**src/hdl/serial_packet_deframer_unit_macros.svh**
```systemverilog
// Assertion helpers for the serial packet deframer.
// Each macro expects signals named clk and rst_n in the module that uses it.
`ifndef SERIAL_PACKET_DEFRAMER_UNIT_MACROS_SVH
`define SERIAL_PACKET_DEFRAMER_UNIT_MACROS_SVH

// The consequent must hold in the same cycle as the antecedent.
`define SPD_ASSERT_SAME(label, ante, cons, msg) \
    label: assert property (@(posedge clk) disable iff (!rst_n) (ante) |-> (cons)) \
        else $error(msg);

// The consequent must hold in the cycle after the antecedent.
`define SPD_ASSERT_NEXT(label, ante, cons, msg) \
    label: assert property (@(posedge clk) disable iff (!rst_n) (ante) |=> (cons)) \
        else $error(msg);

`endif

```
**src/hdl/spd_pkg.sv**
```systemverilog
`default_nettype none

package spd_pkg;

    // Packet geometry.
    localparam int PACKET_BYTES = 64;
    localparam int POS_W        = $clog2(PACKET_BYTES);
    localparam int LEN_W        = 6;
    localparam int BYTE_W       = 8;

    localparam logic [POS_W-1:0] POS_LEN   = POS_W'(0);
    localparam logic [POS_W-1:0] POS_TYPE  = POS_W'(1);
    localparam logic [POS_W-1:0] POS_DATA  = POS_W'(2);
    localparam logic [POS_W-1:0] POS_FINAL = POS_W'(PACKET_BYTES - 1);

    // Length field codes.
    localparam logic [BYTE_W-1:0] LEN_MASK  = 8'h3F;
    localparam logic [LEN_W-1:0]  CONT_LEN  = 6'd63;
    localparam logic [LEN_W-1:0]  EMPTY_LEN = 6'd0;
    localparam logic [POS_W-1:0]  FULL_DATA = POS_W'(62);

    // Input command codes.
    typedef enum logic {
        CMD_BYTE  = 1'b0,
        CMD_FLUSH = 1'b1
    } spd_cmd_t;

    // One result transaction.
    typedef struct packed {
        logic [BYTE_W-1:0] data_byte;
        logic              has_data;
        logic [BYTE_W-1:0] msg_type;
        logic              last;
        logic              to_fileserver;
    } spd_result_t;

    // Handshake between the parser and the output register.
    typedef struct packed {
        logic valid;
        logic ready;
    } spd_hs_t;

endpackage

`default_nettype wire

```
**src/hdl/spd_stream_if.sv**
```systemverilog
`default_nettype none

// Received byte channel.
interface spd_in_if;
    logic                       valid;
    logic                       ready;
    logic                       cmd;
    logic [spd_pkg::BYTE_W-1:0] rx_byte;

    modport source (output valid, output cmd, output rx_byte, input ready);
    modport sink   (input valid, input cmd, input rx_byte, output ready);
endinterface

// Deframed data channel.
interface spd_out_if;
    logic                       valid;
    logic                       ready;
    logic [spd_pkg::BYTE_W-1:0] data_byte;
    logic                       has_data;
    logic [spd_pkg::BYTE_W-1:0] msg_type;
    logic                       last;
    logic                       to_fileserver;

    modport source (output valid, output data_byte, output has_data, output msg_type,
                    output last, output to_fileserver, input ready);
    modport sink   (input valid, input data_byte, input has_data, input msg_type,
                    input last, input to_fileserver, output ready);
endinterface

`default_nettype wire

```
**src/hdl/serial_packet_deframer_unit.sv**
```systemverilog
// Channel    Role    Payload
// rx_chan    sink    cmd (1 bit), rx_byte (8 bits)
// res_chan   source  data_byte, has_data, msg_type, last, to_fileserver
// cfg        write   cfg_we, cfg_wdata (comm_code, 8 bits)
//
// One transaction is accepted per cycle unless a stall on res_chan holds the input register.
// The path is an input register, the packet decode and a result register.
// Header and padding bytes, and flushes, pass through without a result.
// rst_n clears the parser state, both valid flags and comm_code at once.
// A stall on res_chan backs up through the result and input registers to rx_chan.
`default_nettype none

module serial_packet_deframer_unit
(
    input  wire logic                       clk,
    input  wire logic                       rst_n,
    spd_in_if.sink                          rx_chan,
    spd_out_if.source                       res_chan,
    input  wire logic                       cfg_we,
    input  wire logic [spd_pkg::BYTE_W-1:0] cfg_wdata
);

    logic [spd_pkg::BYTE_W-1:0] comm_code_reg;
    logic                       res_ready;
    spd_pkg::spd_hs_t           res_hs;
    spd_pkg::spd_result_t       res;

    // File server type code register.
    always_ff @(posedge clk or negedge rst_n)
    begin
        if (!rst_n)
        begin
            comm_code_reg <= '0;
        end
        else if (cfg_we)
        begin
            comm_code_reg <= cfg_wdata;
        end
    end

    // Input register and packet decode.
    spd_parser u_parser
    (
        .clk       (clk),
        .rst_n     (rst_n),
        .rx_chan   (rx_chan),
        .comm_code (comm_code_reg),
        .res_ready (res_ready),
        .res_hs    (res_hs),
        .res       (res)
    );

    // Result register.
    spd_out_stage u_out_stage
    (
        .clk       (clk),
        .rst_n     (rst_n),
        .res_hs    (res_hs),
        .res       (res),
        .res_ready (res_ready),
        .res_chan  (res_chan)
    );

endmodule

`default_nettype wire

```
**src/hdl/spd_parser.sv**
```systemverilog
`default_nettype none
`include "serial_packet_deframer_unit_macros.svh"

module spd_parser
(
    input  wire logic                       clk,
    input  wire logic                       rst_n,
    spd_in_if.sink                          rx_chan,
    input  wire logic [spd_pkg::BYTE_W-1:0] comm_code,
    input  wire logic                       res_ready,
    output spd_pkg::spd_hs_t                res_hs,
    output spd_pkg::spd_result_t            res
);

    logic                       in_valid_reg;
    logic                       in_cmd_reg;
    logic [spd_pkg::BYTE_W-1:0] in_byte_reg;

    logic [spd_pkg::POS_W-1:0]  pos_reg, pos_next;
    logic [spd_pkg::LEN_W-1:0]  len_reg, len_next;
    logic [spd_pkg::BYTE_W-1:0] type_reg, type_next;

    logic                       in_take;
    logic                       stage_go;
    logic                       emit;
    logic [spd_pkg::POS_W-1:0]  data_idx;

    // The input register drains whenever the output register can take a result.
    assign stage_go       = in_valid_reg && res_ready;
    assign rx_chan.ready  = !in_valid_reg || res_ready;
    assign in_take        = rx_chan.valid && rx_chan.ready;

    // Input register.
    always_ff @(posedge clk or negedge rst_n)
    begin
        if (!rst_n)
        begin
            in_valid_reg <= 1'b0;
        end
        else if (rx_chan.ready)
        begin
            in_valid_reg <= rx_chan.valid;
        end
    end

    always_ff @(posedge clk)
    begin
        if (in_take)
        begin
            in_cmd_reg  <= rx_chan.cmd;
            in_byte_reg <= rx_chan.rx_byte;
        end
    end

    // Packet decode: header capture, data window and end of message.
    assign data_idx = pos_reg - spd_pkg::POS_DATA;

    always_comb
    begin
        pos_next            = pos_reg + spd_pkg::POS_W'(1);
        len_next            = len_reg;
        type_next           = type_reg;
        emit                = 1'b0;
        res.data_byte       = '0;
        res.has_data        = 1'b0;
        res.msg_type        = type_reg;
        res.last            = 1'b0;
        res.to_fileserver   = (type_reg == comm_code);

        if (in_cmd_reg == spd_pkg::CMD_FLUSH)
        begin
            pos_next  = '0;
            len_next  = '0;
            type_next = '0;
        end
        else if (pos_reg == spd_pkg::POS_LEN)
        begin
            len_next = spd_pkg::LEN_W'(in_byte_reg & spd_pkg::LEN_MASK);
        end
        else if (pos_reg == spd_pkg::POS_TYPE)
        begin
            type_next = in_byte_reg;
        end
        else if (len_reg == spd_pkg::CONT_LEN)
        begin
            // Continuation packet: every data byte belongs to the message.
            if (data_idx < spd_pkg::FULL_DATA)
            begin
                emit          = 1'b1;
                res.data_byte = in_byte_reg;
                res.has_data  = 1'b1;
            end
        end
        else if (len_reg == spd_pkg::EMPTY_LEN)
        begin
            // Empty final packet: one end marker at the last byte.
            if (pos_reg == spd_pkg::POS_FINAL)
            begin
                emit     = 1'b1;
                res.last = 1'b1;
            end
        end
        else if (data_idx < spd_pkg::POS_W'(len_reg))
        begin
            emit          = 1'b1;
            res.data_byte = in_byte_reg;
            res.has_data  = 1'b1;
            res.last      = (data_idx == spd_pkg::POS_W'(len_reg - spd_pkg::LEN_W'(1)));
        end

        if ((in_cmd_reg != spd_pkg::CMD_FLUSH) && (pos_reg == spd_pkg::POS_FINAL))
        begin
            pos_next = '0;
        end
    end

    assign res_hs.valid = in_valid_reg && emit;
    assign res_hs.ready = res_ready;

    // Parser state advances once per drained transaction.
    always_ff @(posedge clk or negedge rst_n)
    begin
        if (!rst_n)
        begin
            pos_reg  <= '0;
            len_reg  <= '0;
            type_reg <= '0;
        end
        else if (stage_go)
        begin
            pos_reg  <= pos_next;
            len_reg  <= len_next;
            type_reg <= type_next;
        end
    end

    // Checks on the parser state and the result it forms.
    `SPD_ASSERT_NEXT(a_flush_clears,
        stage_go && (in_cmd_reg == spd_pkg::CMD_FLUSH),
        (pos_reg == '0) && (len_reg == '0) && (type_reg == '0),
        "flush did not clear the parser")
    `SPD_ASSERT_NEXT(a_pos_wraps,
        stage_go && (in_cmd_reg == spd_pkg::CMD_BYTE) && (pos_reg == spd_pkg::POS_FINAL),
        pos_reg == '0,
        "byte position did not wrap at packet end")
    `SPD_ASSERT_SAME(a_marker_form,
        res_hs.valid && !res.has_data,
        res.last && (res.data_byte == '0),
        "end marker without last or with data")
    `SPD_ASSERT_SAME(a_no_header_result,
        in_valid_reg && ((pos_reg == spd_pkg::POS_LEN) || (pos_reg == spd_pkg::POS_TYPE)),
        !res_hs.valid,
        "header byte produced a result")

endmodule

`default_nettype wire

```
**src/hdl/spd_out_stage.sv**
```systemverilog
`default_nettype none
`include "serial_packet_deframer_unit_macros.svh"

module spd_out_stage
(
    input  wire logic                 clk,
    input  wire logic                 rst_n,
    input  wire spd_pkg::spd_hs_t     res_hs,
    input  wire spd_pkg::spd_result_t res,
    output logic                      res_ready,
    spd_out_if.source                 res_chan
);

    logic                 valid_reg;
    spd_pkg::spd_result_t data_reg;
    logic                 load;

    // Space is free when the register is empty or is being emptied this cycle.
    assign res_ready = !valid_reg || res_chan.ready;
    assign load      = res_hs.valid && res_ready;

    always_ff @(posedge clk or negedge rst_n)
    begin
        if (!rst_n)
        begin
            valid_reg <= 1'b0;
        end
        else if (res_ready)
        begin
            valid_reg <= res_hs.valid;
        end
    end

    always_ff @(posedge clk)
    begin
        if (load)
        begin
            data_reg <= res;
        end
    end

    // Drive the output channel straight from the result register.
    assign res_chan.valid         = valid_reg;
    assign res_chan.data_byte     = data_reg.data_byte;
    assign res_chan.has_data      = data_reg.has_data;
    assign res_chan.msg_type      = data_reg.msg_type;
    assign res_chan.last          = data_reg.last;
    assign res_chan.to_fileserver = data_reg.to_fileserver;

    // A loaded result must show on the next cycle, and nothing loads into a held one.
    `SPD_ASSERT_NEXT(a_load_shows, load, valid_reg, "loaded result not presented")
    `SPD_ASSERT_SAME(a_no_overwrite, valid_reg && !res_chan.ready, !load, "held result overwritten")
    `SPD_ASSERT_SAME(a_ready_agrees, 1'b1, res_ready == res_hs.ready, "ready seen by parser differs")

endmodule

`default_nettype wire
```
**src/flat_wrapper.sv**
```systemverilog
// flat-port wrapper written by rule: the top's interface ports become plain ports
module serial_packet_deframer_unit_flat 
  (clk, rst_n, cfg_we, cfg_wdata, rx_chan_valid, rx_chan_cmd, rx_chan_rx_byte, rx_chan_ready, res_chan_valid, res_chan_data_byte, res_chan_has_data, res_chan_msg_type, res_chan_last, res_chan_to_fileserver, res_chan_ready);
  spd_in_if rx_chan_i ();
  spd_out_if res_chan_i ();
  input  wire logic clk;
  input  wire logic rst_n;
  input  wire logic cfg_we;
  input  wire logic [spd_pkg::BYTE_W-1:0] cfg_wdata;
  input wire logic [$bits(rx_chan_i.valid)-1:0] rx_chan_valid;
  input wire logic [$bits(rx_chan_i.cmd)-1:0] rx_chan_cmd;
  input wire logic [$bits(rx_chan_i.rx_byte)-1:0] rx_chan_rx_byte;
  output wire logic [$bits(rx_chan_i.ready)-1:0] rx_chan_ready;
  output wire logic [$bits(res_chan_i.valid)-1:0] res_chan_valid;
  output wire logic [$bits(res_chan_i.data_byte)-1:0] res_chan_data_byte;
  output wire logic [$bits(res_chan_i.has_data)-1:0] res_chan_has_data;
  output wire logic [$bits(res_chan_i.msg_type)-1:0] res_chan_msg_type;
  output wire logic [$bits(res_chan_i.last)-1:0] res_chan_last;
  output wire logic [$bits(res_chan_i.to_fileserver)-1:0] res_chan_to_fileserver;
  input wire logic [$bits(res_chan_i.ready)-1:0] res_chan_ready;
  assign rx_chan_i.valid = rx_chan_valid;
  assign rx_chan_i.cmd = rx_chan_cmd;
  assign rx_chan_i.rx_byte = rx_chan_rx_byte;
  assign rx_chan_ready = rx_chan_i.ready;
  assign res_chan_valid = res_chan_i.valid;
  assign res_chan_data_byte = res_chan_i.data_byte;
  assign res_chan_has_data = res_chan_i.has_data;
  assign res_chan_msg_type = res_chan_i.msg_type;
  assign res_chan_last = res_chan_i.last;
  assign res_chan_to_fileserver = res_chan_i.to_fileserver;
  assign res_chan_i.ready = res_chan_ready;
  serial_packet_deframer_unit u_core (.clk(clk), .rst_n(rst_n), .rx_chan(rx_chan_i), .res_chan(res_chan_i), .cfg_we(cfg_we), .cfg_wdata(cfg_wdata));
endmodule
```
**config.mk**
```make
export PLATFORM = sky130hd
export DESIGN_NAME = serial_packet_deframer_unit_flat
export DESIGN_NICKNAME = d
export VERILOG_FILES = /design/src/hdl/spd_pkg.sv /design/src/hdl/spd_stream_if.sv /design/src/hdl/serial_packet_deframer_unit.sv /design/src/hdl/spd_parser.sv /design/src/hdl/spd_out_stage.sv /design/src/flat_wrapper.sv
export VERILOG_INCLUDE_DIRS = /design/src /design/src/hdl
export SDC_FILE = /design/constraint.sdc
export NUM_CORES = 1
export LEC_CHECK = 0
export BUFFER_PORTS_ARGS = -buffer_cell sky130_fd_sc_hd__buf_2
export CORE_ASPECT_RATIO = 2
export CORE_UTILIZATION = 45
export CTS_CLUSTER_SIZE = 12
export DETAILED_ROUTE_END_ITERATION = 16
export HOLD_SLACK_MARGIN = 0.06
export PLACE_DENSITY = 0.66
export SETUP_SLACK_MARGIN = 0.2
export SLEW_MARGIN = 20
export SYNTH_ARGS = -nofsm -noshare
export SYNTH_HDL_FRONTEND = slang
export SYNTH_SLANG_ARGS = --single-unit
```
**constraint.sdc**
```tcl
create_clock -name clk -period 7.9 [get_ports clk]
set_input_delay 1.185 -clock clk [delete_from_list [all_inputs] [get_ports clk]]
set_output_delay 1.185 -clock clk [all_outputs]
set_load 0.05 [all_outputs]
```
* Yosys cells after proc, flatten, opt, wreduce, memory -nomap -nowiden
Cells that the tools add are included.
** Operators by class
- Add/sub/neg operators :: 3
- Order comparisons :: 2
- Eq/ne operators :: 6
- Mux-type cells :: 21
- Bitwise logic cells :: 1
- Reductions and logical operators :: 17
** Operators by type and width (count)
- $mux 9 :: 4
- $mux 6 :: 4
- $mux 8 :: 3
- $eq 6x6->1 const B :: 2
- $logic_not 6->1 :: 2
- $mux 1 :: 10
- $eq 8x8->1 :: 1
- $add 6x1->6 const B :: 1
- $eq 6x1->1 const B :: 1
- $eq 6x6->1 :: 1
- $lt 6x6->1 :: 1
- $lt 6x6->1 const B :: 1
- $sub 6x1->6 const B :: 1
- $sub 6x2->6 const B :: 1
- $logic_and 1x1->1 :: 5
- $reduce_bool 2->1 :: 2
- $reduce_or 4->1 :: 1
- $reduce_and 3->1 :: 1
- $reduce_or 3->1 :: 1
- $logic_not 1->1 :: 2
- $logic_or 1x1->1 :: 2
- $ne 2x2->1 const B :: 1
- $reduce_and 2->1 :: 1
- $not 1->1 :: 1
** Word-level totals
- Bits in registers :: 58
- Output and inout port bits :: 21
- Logic and storage cells :: 63

* Logic depth before layout (Yosys ltp)
Gate-level depths: netlist (run 1).
- Depth in word-level cells :: 10
- Depth in mapped cells :: 11
- Mapped depth without buffers :: 11

* Modules after synthesis
A second synthesis (run 1) with hierarchy kept.
** Unflattened totals
- Cells, all modules :: 219
- Area, all modules :: 2856.5 um^2
** Modules (own cells, without submodules)
- spd_parser :: instances 1, cells each 179, area an instance 1900.6 um^2, sequential area each 795.8 um^2
- spd_out_stage :: instances 1, cells each 23, area an instance 624.3 um^2, sequential area each 595.6 um^2
- serial_packet_deframer_unit :: instances 1, cells each 17, area an instance 331.6 um^2, sequential area each 200.2 um^2

* Worst setup path after synthesis (run 1)
Ideal clock, no wire load.
- Kind :: reg2reg
- Start :: register u_core.u_parser.pos_reg[1] (netlist bit)
- End :: register u_core.u_out_stage.data_reg, in the netlist u_core.u_out_stage.res_chan.data_byte[0] (enable)
- Setup time :: 0.500 ns
- Arrival time :: 5.366 ns
- Path slack :: 2.034 ns
- Stages on the path, launching flop included :: 11
- Period minus slack after synthesis :: 5.866 ns
- Cells stage by stage :: dfrtp_1 inv_1 ha_1 nor3b_1 xor2_1 ha_1 nand2_1 o32a_2 o311ai_2 mux2_2 a2111oi_0
** Between the ends
- Longest elaborated chain between the ends :: 10
- Elaborated cells between the ends (all ways) :: 16
- Those cells by class :: add/sub (1); order compare (2); eq/ne (2); mux (8); reduce/logical (3)
** RTL lines
- start, declared :: RTL line spd_parser.sv:19 : logic [spd_pkg::POS_W-1:0] pos_reg, pos_next;
- start signal, assigned :: RTL line spd_parser.sv:131 : pos_reg <= pos_next;
- $sub 6x2->6 :: RTL line spd_parser.sv:56 : assign data_idx = pos_reg - spd_pkg::POS_DATA;
- $lt 6x6->1 :: RTL line spd_parser.sv:103 : else if (data_idx < spd_pkg::POS_W'(len_reg))
- $mux 1 :: RTL line spd_parser.sv:103
- $mux 1 :: RTL line spd_parser.sv:94 : else if (len_reg == spd_pkg::EMPTY_LEN)
- $mux 1 :: RTL line spd_parser.sv:84 : else if (len_reg == spd_pkg::CONT_LEN)
- $mux 1 :: RTL line spd_parser.sv:80 : else if (pos_reg == spd_pkg::POS_TYPE)
- $mux 1 * :: RTL line spd_parser.sv:76 : else if (pos_reg == spd_pkg::POS_LEN)
- $mux 1 * :: RTL line spd_parser.sv:70 : if (in_cmd_reg == spd_pkg::CMD_FLUSH)
- $logic_and 1x1->1 * :: RTL line spd_parser.sv:117 : assign res_hs.valid = in_valid_reg && emit;
- $logic_and 1x1->1 * :: RTL line spd_out_stage.sv:20 : assign load = res_hs.valid && res_ready;
- via u_core.u_out_stage.load :: RTL line spd_out_stage.sv:16 : logic load;
- end signal, assigned :: RTL line spd_out_stage.sv:38 : data_reg <= res;
- end, declared :: RTL line spd_out_stage.sv:15 : spd_pkg::spd_result_t data_reg;
The timed path passes the listed nets; every way through them passes the cells marked *.
A chain may end at the register's enable or synchronous reset.

* Worst setup path in the final report (run 1)
- Start :: register u_core.u_parser.pos_reg[1] (netlist bit)
- End :: register u_core.u_out_stage.data_reg, in the netlist u_core.u_out_stage.res_chan.to_fileserver (enable)
The elaborated chain is that of the path after synthesis.

==> results of run 1 <==
power groups by stage:
stage	Clock [mW]	Sequential (mW)	Combinational, mW
final	0.342	0.387	0.252
after global routing	0.362	0.390	0.277
after CTS	0.352	0.387	0.254
after detailed placement	0	0.393	0.252
after global placement	0	0.392	0.250
after floorplan	0	0.396	0.177
critical path: cells and delay by family (launching register included):
kind	cells	cell delay, ps
AOI/OAI and AO/OA	3	670
adders and majority gates	2	510
buffers and inverters	2	500
and+or+nand+nor	2	470
DFF	1	440
muxes	1	350
xor gates and xnor gates	1	210
final cells by class:
cell class | instances | share of cell area [%]
clock buffers | 13 | 7.782
repair buffers | 43 | 6.510
multi-input cells | 146 | 33.67
inverters | 15 | 1.684
flip-flops and latches | 58 | 47.59
well taps | 63 | 2.357
clock inverters | 3 | 0.4115
cell usage after synthesis:
| cell type | instances |
|---|---|
| a211o_1 | 1 |
| nor4_2 | 1 |
| clkbuf_4 | 1 |
| or3b_4 | 1 |
| buf_2 | 1 |
| nand2_1 | 14 |
| nor4_1 | 3 |
| ha_1 | 13 |
| xor2_2 | 1 |
| a2111oi_2 | 1 |
| nor3b_1 | 1 |
| o21a_1 | 2 |
| and3_1 | 1 |
| nand4_1 | 5 |
| nor3_2 | 2 |
| o41ai_1 | 2 |
| o22ai_1 | 2 |
| clkbuf_1 | 3 |
| a31oi_1 | 1 |
| xnor2_1 | 12 |
| buf_4 | 1 |
| a21oi_1 | 5 |
| o32a_2 | 1 |
| xnor2_2 | 1 |
| and2_1 | 7 |
| buf_6 | 2 |
| edfxtp_1 | 28 |
| and4_1 | 1 |
| o31ai_1 | 3 |
| nor2_1 | 10 |
| inv_1 | 15 |
| a2111oi_0 | 1 |
| nand3b_1 | 1 |
| nor2b_1 | 7 |
| nor3_1 | 1 |
| mux2_2 | 16 |
| nand3_1 | 3 |
| o21ai_0 | 14 |
| xor2_1 | 5 |
| nand2b_1 | 3 |
| a41oi_1 | 1 |
| o311ai_2 | 1 |
| dfrtp_1 | 30 |
| a31o_2 | 2 |
logic make-up after synthesis:
| kind of cell | after synthesis | synth area share (%) |
|---|---|---|
| AOI/OAI and AO/OA | 37 | 9.047 |
| xor gates and xnor gates | 19 | 6.430 |
| adders and majority gates | 13 | 5.765 |
| buffers and inverters | 23 | 3.902 |
| DFF | 58 | 56.41 |
| muxes | 16 | 6.386 |
| and+or+nand+nor | 61 | 12.06 |
placed cells by master (no fill, tap or decap), drive strengths merged, types with 2 or more instances in the layout:
master | netlist | layout
a2111oi | 2 | 2
a21oi | 5 | 5
a31o | 2 | 2
and2 | 7 | 7
buf | 4 | 43
clkbuf | 4 | 13
clkinv | 0 | 3
dfrtp | 30 | 30
edfxtp | 28 | 28
ha | 13 | 13
inv | 15 | 15
mux2 | 16 | 16
nand2 | 14 | 14
nand2b | 3 | 3
nand3 | 3 | 3
nand4 | 5 | 5
nor2 | 10 | 10
nor2b | 7 | 7
nor3 | 3 | 3
nor4 | 4 | 4
o21a | 2 | 2
o21ai | 14 | 14
o22ai | 2 | 2
o31ai | 3 | 3
o41ai | 2 | 2
xnor2 | 13 | 13
xor2 | 6 | 6
layer usage:
metal / share of wire [%] / track usage, % / wire, um
met1: 35 / 18.09 / 1938
met4: 3.4 / 11.11 / 192
met2: 59 / 35.10 / 3283
met5: 0 / 0 / 0
met3: 3.3 / 4.082 / 186
worst max-delay path by stage:
stage                                                                   to  slack (ps)  cells past startpoint
finish                 u_core.u_out_stage.res_chan.to_fileserver$_DFFE_PP_        4420                     11
global route           u_core.u_out_stage.res_chan.to_fileserver$_DFFE_PP_        4220                     11
CTS                    u_core.u_out_stage.res_chan.to_fileserver$_DFFE_PP_        4410                     11
detailed placement       u_core.u_out_stage.res_chan.msg_type[0]$_DFFE_PP_        4420                     11
global placement         u_core.u_out_stage.res_chan.msg_type[0]$_DFFE_PP_        4520                     11
floorplan           u_core.u_out_stage.res_chan.data_byte[0]$_SDFFCE_PP0P_        2030                     10
==> results.sh, run 1 <==
export IMPL_status="complete, but fails checks"
export IMPL_violations="DRC"
export IMPL_placementRows=40
export IMPL_pwr_share_clk_pct=34.9
export IMPL_period_minus_slack_ps=3479
export IMPL_finalHoldViolCount=0
export IMPL_clock_skew_ps=7.986
export IMPL_p_sw_mw=0.2949
export IMPL_drtIter0Drc=61
export IMPL_avgSynthCellArea_um2=12.43
export IMPL_p_total_mw=0.9804
export IMPL_wl_per_cell_um=16.42
export IMPL_io_pins=43
export IMPL_setup_viol=0
export IMPL_grt_pass1_vias=1916
export IMPL_clk_latency_ps=320
export IMPL_p_sw_share_pct=30.08
export IMPL_crit_slowest_cell="dfrtp_1"
export IMPL_ys_seq_area_share_pct=56.41
export IMPL_hpwlAfterDp_um=4432
export IMPL_grt_usage_pct=18.86
export IMPL_power_frac_seq_pct=39.4
export IMPL_arrival_ps=3480
export IMPL_antennaDiodeCount=0
export IMPL_cts_buffers=9
export IMPL_hold_worst_slack_ps=498.0
export IMPL_clkSinkCount=58
export IMPL_power_density_nw_per_um2=293.1
export IMPL_fin_ws_ps=4421
export IMPL_die_x_um=57.99
export IMPL_first_pass_iters=11
export IMPL_grt_pass1_wl_um=8983
export IMPL_cp_common_cell="ha_1"
export IMPL_wl_um=5600
export IMPL_hold_path_class="reg2reg"
export IMPL_cts_resized=0
export IMPL_regToRegStartpoint="u_core.u_parser.pos_reg[1]$_DFFE_PN0P_"
export IMPL_reg2reg_slack_ps=4420
export IMPL_htreeDepth=3
export IMPL_yosysWarnings=0
export IMPL_ys_seq_elements=58
export IMPL_path_class="reg2reg"
export IMPL_start_kind="flip-flop"
export IMPL_antenna_found_initial=0
export IMPL_start_util_pct=46.98
export IMPL_fp_dieH_um=114.0
export IMPL_vias=1857
export IMPL_clk_pin_slew_ps=50
export IMPL_fin_crit_sh_pct=44.03
export IMPL_seq_area_um2=1592
export IMPL_dpl_instance_area_um2=3070
export IMPL_worst_path_max_fanout=19
export IMPL_tritoncts="yes"
export IMPL_multi_input_area_um2=1126
export IMPL_place_ws_ps=4416
export IMPL_crit_chain="inv_1, ha_1, nor3b_1, xor2_1, ha_1, nand2_1, o32a_2, o311ai_2, mux2_2, a2111oi_2, buf_4"
export IMPL_nFillCells=521
export IMPL_layoutNonFillerInstCount=341
export IMPL_syn_inst=227
export IMPL_min_from="u_core.u_parser.type_reg[1]$_DFFE_PN0P_"
export IMPL_core_area_um2=6006
export IMPL_cts_hold_buf=0
export IMPL_gp_congestion=0.9026
export IMPL_syn_num_nets=262
export IMPL_netlist_top_cell_by_area="edfxtp_1"
export IMPL_fin_setup_tns_ps=0
export IMPL_overflow=0
export IMPL_placed_cells=325
export IMPL_drive_above_1_share_pct=30.22
export IMPL_worst_setup_path_end_kind="flip-flop"
export IMPL_report_final_slew_viol_count=0
export IMPL_rr_worst_depth=11
export IMPL_final_util_pct=55.69
export IMPL_rsz0062_at_grt="false"
export IMPL_yosysUniqueCellTypes=44
export IMPL_syn_to_final_growth_pct=18.54
export IMPL_cts_root_buf="clkbuf_16"
export IMPL_fmax_ghz=0.2875
export IMPL_max_stage_delay_ps=440
export IMPL_viasPerCell=5.446
export IMPL_worstPathRequired_ps=7900
export IMPL_nNetsFinal=308
export IMPL_drc=1
export IMPL_postCtsSetupBuffers=0
export IMPL_ys_top_cells_by_area="edfxtp_1 30%, dfrtp_1 27%, mux2_2 6.4%, ha_1 5.8%, xnor2_1 3.7%"
export IMPL_startpoint="u_core.u_parser.pos_reg[1]$_DFFE_PN0P_"
export IMPL_p_comb_share_pct=25.7
export IMPL_synth_top_area_share_pct=29.80
export IMPL_r2r_end="u_core.u_out_stage.res_chan.to_fileserver$_DFFE_PP_"
export IMPL_ant_nets=0
export IMPL_grt_start_max_net_pins=31
export IMPL_power_leakage_nw=1.429
export IMPL_ir_worst_vdd_uv=200.1
export IMPL_portBuffers=42
export IMPL_timing_slew_headroom_pct=54.19
export IMPL_design_area_um2=3344
export IMPL_drv_cap=0
export IMPL_holdPathEnd="u_core.u_out_stage.res_chan.msg_type[1]$_DFFE_PP_"
export IMPL_netlist_area_um2=2821
export IMPL_p_int_mw=0.6855
export IMPL_hold_depth=0
export IMPL_worstMarginPinSlew_ps=687.1
export IMPL_die_area_um2=6610
export IMPL_cts_buffer_depth=2
Note: power is estimated with default switching activity, not from simulation.
==> run 2: changes to the inputs <==
--- a/config.mk
+++ b/config.mk
@@ -6,13 +6,14 @@
 export SDC_FILE = /design/constraint.sdc
 export NUM_CORES = 1
 export LEC_CHECK = 0
+export ABC_AREA = 1
 export BUFFER_PORTS_ARGS = -buffer_cell sky130_fd_sc_hd__buf_2
 export CORE_ASPECT_RATIO = 2
 export CORE_UTILIZATION = 45
 export CTS_CLUSTER_SIZE = 12
 export DETAILED_ROUTE_END_ITERATION = 16
 export HOLD_SLACK_MARGIN = 0.06
-export PLACE_DENSITY = 0.66
+export PLACE_DENSITY = 0.68
 export SETUP_SLACK_MARGIN = 0.2
 export SLEW_MARGIN = 20
 export SYNTH_ARGS = -nofsm -noshare
==> constraint.sdc (replaced) <==
create_clock -name clk -period 3 [get_ports clk]
set_input_delay 0.45 -clock clk [delete_from_list [all_inputs] [get_ports clk]]
set_output_delay 0.45 -clock clk [all_outputs]
set_load 0.05 [all_outputs]
==> run 2 against run 1 <==
Effect of this change:
- via count increased by 13%
- combinational power increased to 5.0 times the previous value
- sequential power increased to 3.0 times the previous value
- sequential share of layout area decreased by 0.63 points
- largest cell class unchanged
- synthesized cell count increased by 23%
- wire length increased by 3.8%
- utilization increased by 0.79 points
- cell area increased by 1.4%
- sequential cell count unchanged
- the run still ends with DRC left
- fmax increased by 35%
- power increased to 3.4 times the previous value
==> results.sh, run 2 <==
export IMPL_cts_hold_buf=0
export IMPL_placed_cells=381
export IMPL_ys_seq_elements=58
export IMPL_ys_seq_area_share_pct=56.43
export IMPL_avgSynthCellArea_um2=10.11
export IMPL_fp_dieH_um=114.0
export IMPL_final_util_pct=56.48
export IMPL_viasPerCell=5.280
export IMPL_final_cell_mix="60 x nand2_1, 42 x buf_2, 31 x inv_1"
export IMPL_cts_resized=0
export IMPL_rsz0062_at_grt="false"
export IMPL_dpl_instance_area_um2=3104
export IMPL_p_total_mw=3.337
export IMPL_power_leakage_nw=1.588
export IMPL_start_util_pct=46.96
export IMPL_final_common_cell="nand2_1"
export IMPL_arrival_ps=2610
export IMPL_muxShareOfSynthArea_pct=3.194
export IMPL_status="complete, but fails checks"
export IMPL_first_pass_iters=10
export IMPL_report_final_slew_viol_count=0
export IMPL_path_class="reg2reg"
export IMPL_fin_ws_ps=419.2
export IMPL_worstMarginPinSlew_ps=706.0
export IMPL_htreeDepth=3
export IMPL_netlist_top_cells_count="60 x nand2_1, 32 x inv_1, 30 x dfrtp_1, 28 x edfxtp_1, 22 x nand3_1"
export IMPL_netlist_area_um2=2820
export IMPL_synth_simple_gate_area_share_pct=19.25
export IMPL_start_kind="flip-flop"
export IMPL_power_density_nw_per_um2=983.7
export IMPL_netlist_top_cell_by_area="edfxtp_1"
export IMPL_syn_to_final_growth_pct=20.27
export IMPL_placementRows=40
export IMPL_die_area_um2=6607
export IMPL_worstPathRequired_ps=3030
export IMPL_drc=3
export IMPL_synth_top_family_by_area="simple AND/OR/NAND/NOR gates"
export IMPL_clk_pin_slew_ps=50
export IMPL_finalHoldViolCount=0
export IMPL_core_area_um2=6006
export IMPL_rr_worst_depth=15
export IMPL_drv_cap=0
export IMPL_design_area_um2=3392
export IMPL_drive_above_1_share_pct=24.55
export IMPL_fin_setup_tns_ps=0
export IMPL_synth_fa_ha_area_share_pct=5.768
export IMPL_grt_pass1_vias=2045
export IMPL_hold_worst_slack_ps=163.9
export IMPL_setup_viol=0
export IMPL_grt_usage_pct=20.54
export IMPL_ir_worst_vdd_uv=457.7
export IMPL_cts_buffers=9
export IMPL_synthFlopType="dfrtp_1"
export IMPL_yosysMostFrequentCell="nand2_1"
export IMPL_cts_root_buf="clkbuf_16"
export IMPL_grt_start_max_net_pins=31
export IMPL_portBuffers=42
export IMPL_layoutNonFillerInstCount=397
export IMPL_syn_num_nets=314
export IMPL_worst_path_max_fanout=19
export IMPL_antenna_found_initial=0
export IMPL_violations="DRC"
export IMPL_wl_per_cell_um=14.63
export IMPL_clkSinkCount=58
export IMPL_place_ws_ps=294.4
export IMPL_io_pins=43
export IMPL_postCtsSetupBuffers=0
export IMPL_vias=2096
export IMPL_synth_edf_count=28
export IMPL_hpwlAfterDp_um=4409
export IMPL_drtIter0Drc=77
export IMPL_clk_latency_ps=330
export IMPL_yosysUniqueCellTypes=31
export IMPL_timing_slew_headroom_pct=52.93
export IMPL_synth_compound_area_share_pct=6.122
export IMPL_reg2reg_slack_ps=420
export IMPL_worst_setup_path_end_kind="flip-flop"
export IMPL_fin_crit_sh_pct=86.03
export IMPL_synth_xor_area_share_pct=3.416
export IMPL_die_x_um=57.98
export IMPL_period_minus_slack_ps=2581
export IMPL_overflow=0
export IMPL_gp_congestion=0.8447
export IMPL_wl_um=5810
export IMPL_antennaDiodeCount=0
export IMPL_clock_skew_ps=4.480
export IMPL_nFillCells=507
export IMPL_grt_pass1_wl_um=9563
export IMPL_cts_buffer_depth=2
export IMPL_nNetsFinal=364
export IMPL_syn_inst=279
export IMPL_yosysWarnings=0
export IMPL_hold_path_class="in2async"
export IMPL_synth_top_area_share_pct=29.81
export IMPL_ys_top_cells_by_area="edfxtp_1 30%, dfrtp_1 27%, nand2_1 8.0%, ha_1 5.8%, inv_1 4.3%"
export IMPL_ant_nets=0
export IMPL_tritoncts="yes"
export IMPL_fmax_ghz=0.3875
export IMPL_ys_async_sr_fraction_pct=51.72
## run 2: power breakdown
group	internal (mW)	switching (mW)	leakage, nW	total, mW
clock network	0.601	0.326	0.133	0.927
logic	0.456	0.802	0.809	1.26
registers	1.01	0.142	0.646	1.15
## run 2: cell type report
type	count	area (um^2)	share of cell area, %
clock buffers	14	264.0	7.783
clock inverters	2	12.51	0.3689
inverters	37	138.9	4.094
multi-input cells	180	1075	31.69
flip-flops and latches	58	1593	46.96
well taps	63	78.83	2.324
repair buffers	43	230.2	6.787
## run 2: kinds of logic after synthesis
group	count (synthesis)
and+or+nand+nor	121
DFF	58
buffers and inverters	41
AOI/OAI and AO/OA	27
adders and majority gates	13
xor gates and xnor gates	11
muxes	8
## run 2: path summary, 6_finish.rpt
check | from | to
setup / recovery | u_core.u_parser.pos_reg[1]$_DFFE_PN0P_ | u_core.u_out_stage.res_chan.data_byte[1]$_SDFFCE_PP0P_
hold / removal | rst_n | u_core.comm_code_reg[4]$_DFFE_PN0P_
setup reg to reg | u_core.u_parser.pos_reg[1]$_DFFE_PN0P_ | u_core.u_out_stage.res_chan.data_byte[1]$_SDFFCE_PP0P_
hold reg to reg | u_core.u_parser.type_reg[1]$_DFFE_PN0P_ | u_core.u_out_stage.res_chan.msg_type[1]$_DFFE_PP_
max in group asynchronous | rst_n | u_core.u_parser.pos_reg[1]$_DFFE_PN0P_
min in group clk | rx_chan_rx_byte[0] | u_core.u_parser.in_byte_reg[0]$_DFFE_PP_
## run 2: layer usage
| layer | global-route usage [%] | vias up | wire length (um) |
|---|---|---|---|
| met2 | 38.08 | 58 | 3380 |
| met1 | 18.23 | 988 | 1960 |
| met5 | 0 | - | 0 |
| met4 | 16.83 | 0 | 237 |
| li1 | - | 1033 | - |
| met3 | 3.515 | 17 | 231 |
## run 2: critical path, stage by stage, from the launching register on
cell     delay [ps]
dfrtp_2         440
inv_2           140
ha_2            230
nand4_1         100
nand2_1         120
inv_2            60
ha_1            290
a21o_1          160
nor2_1          100
nand3_1         100
nand2_1         110
nand2_1          60
nand2_1          60
nand2_1          60
inv_1            90
buf_12          160
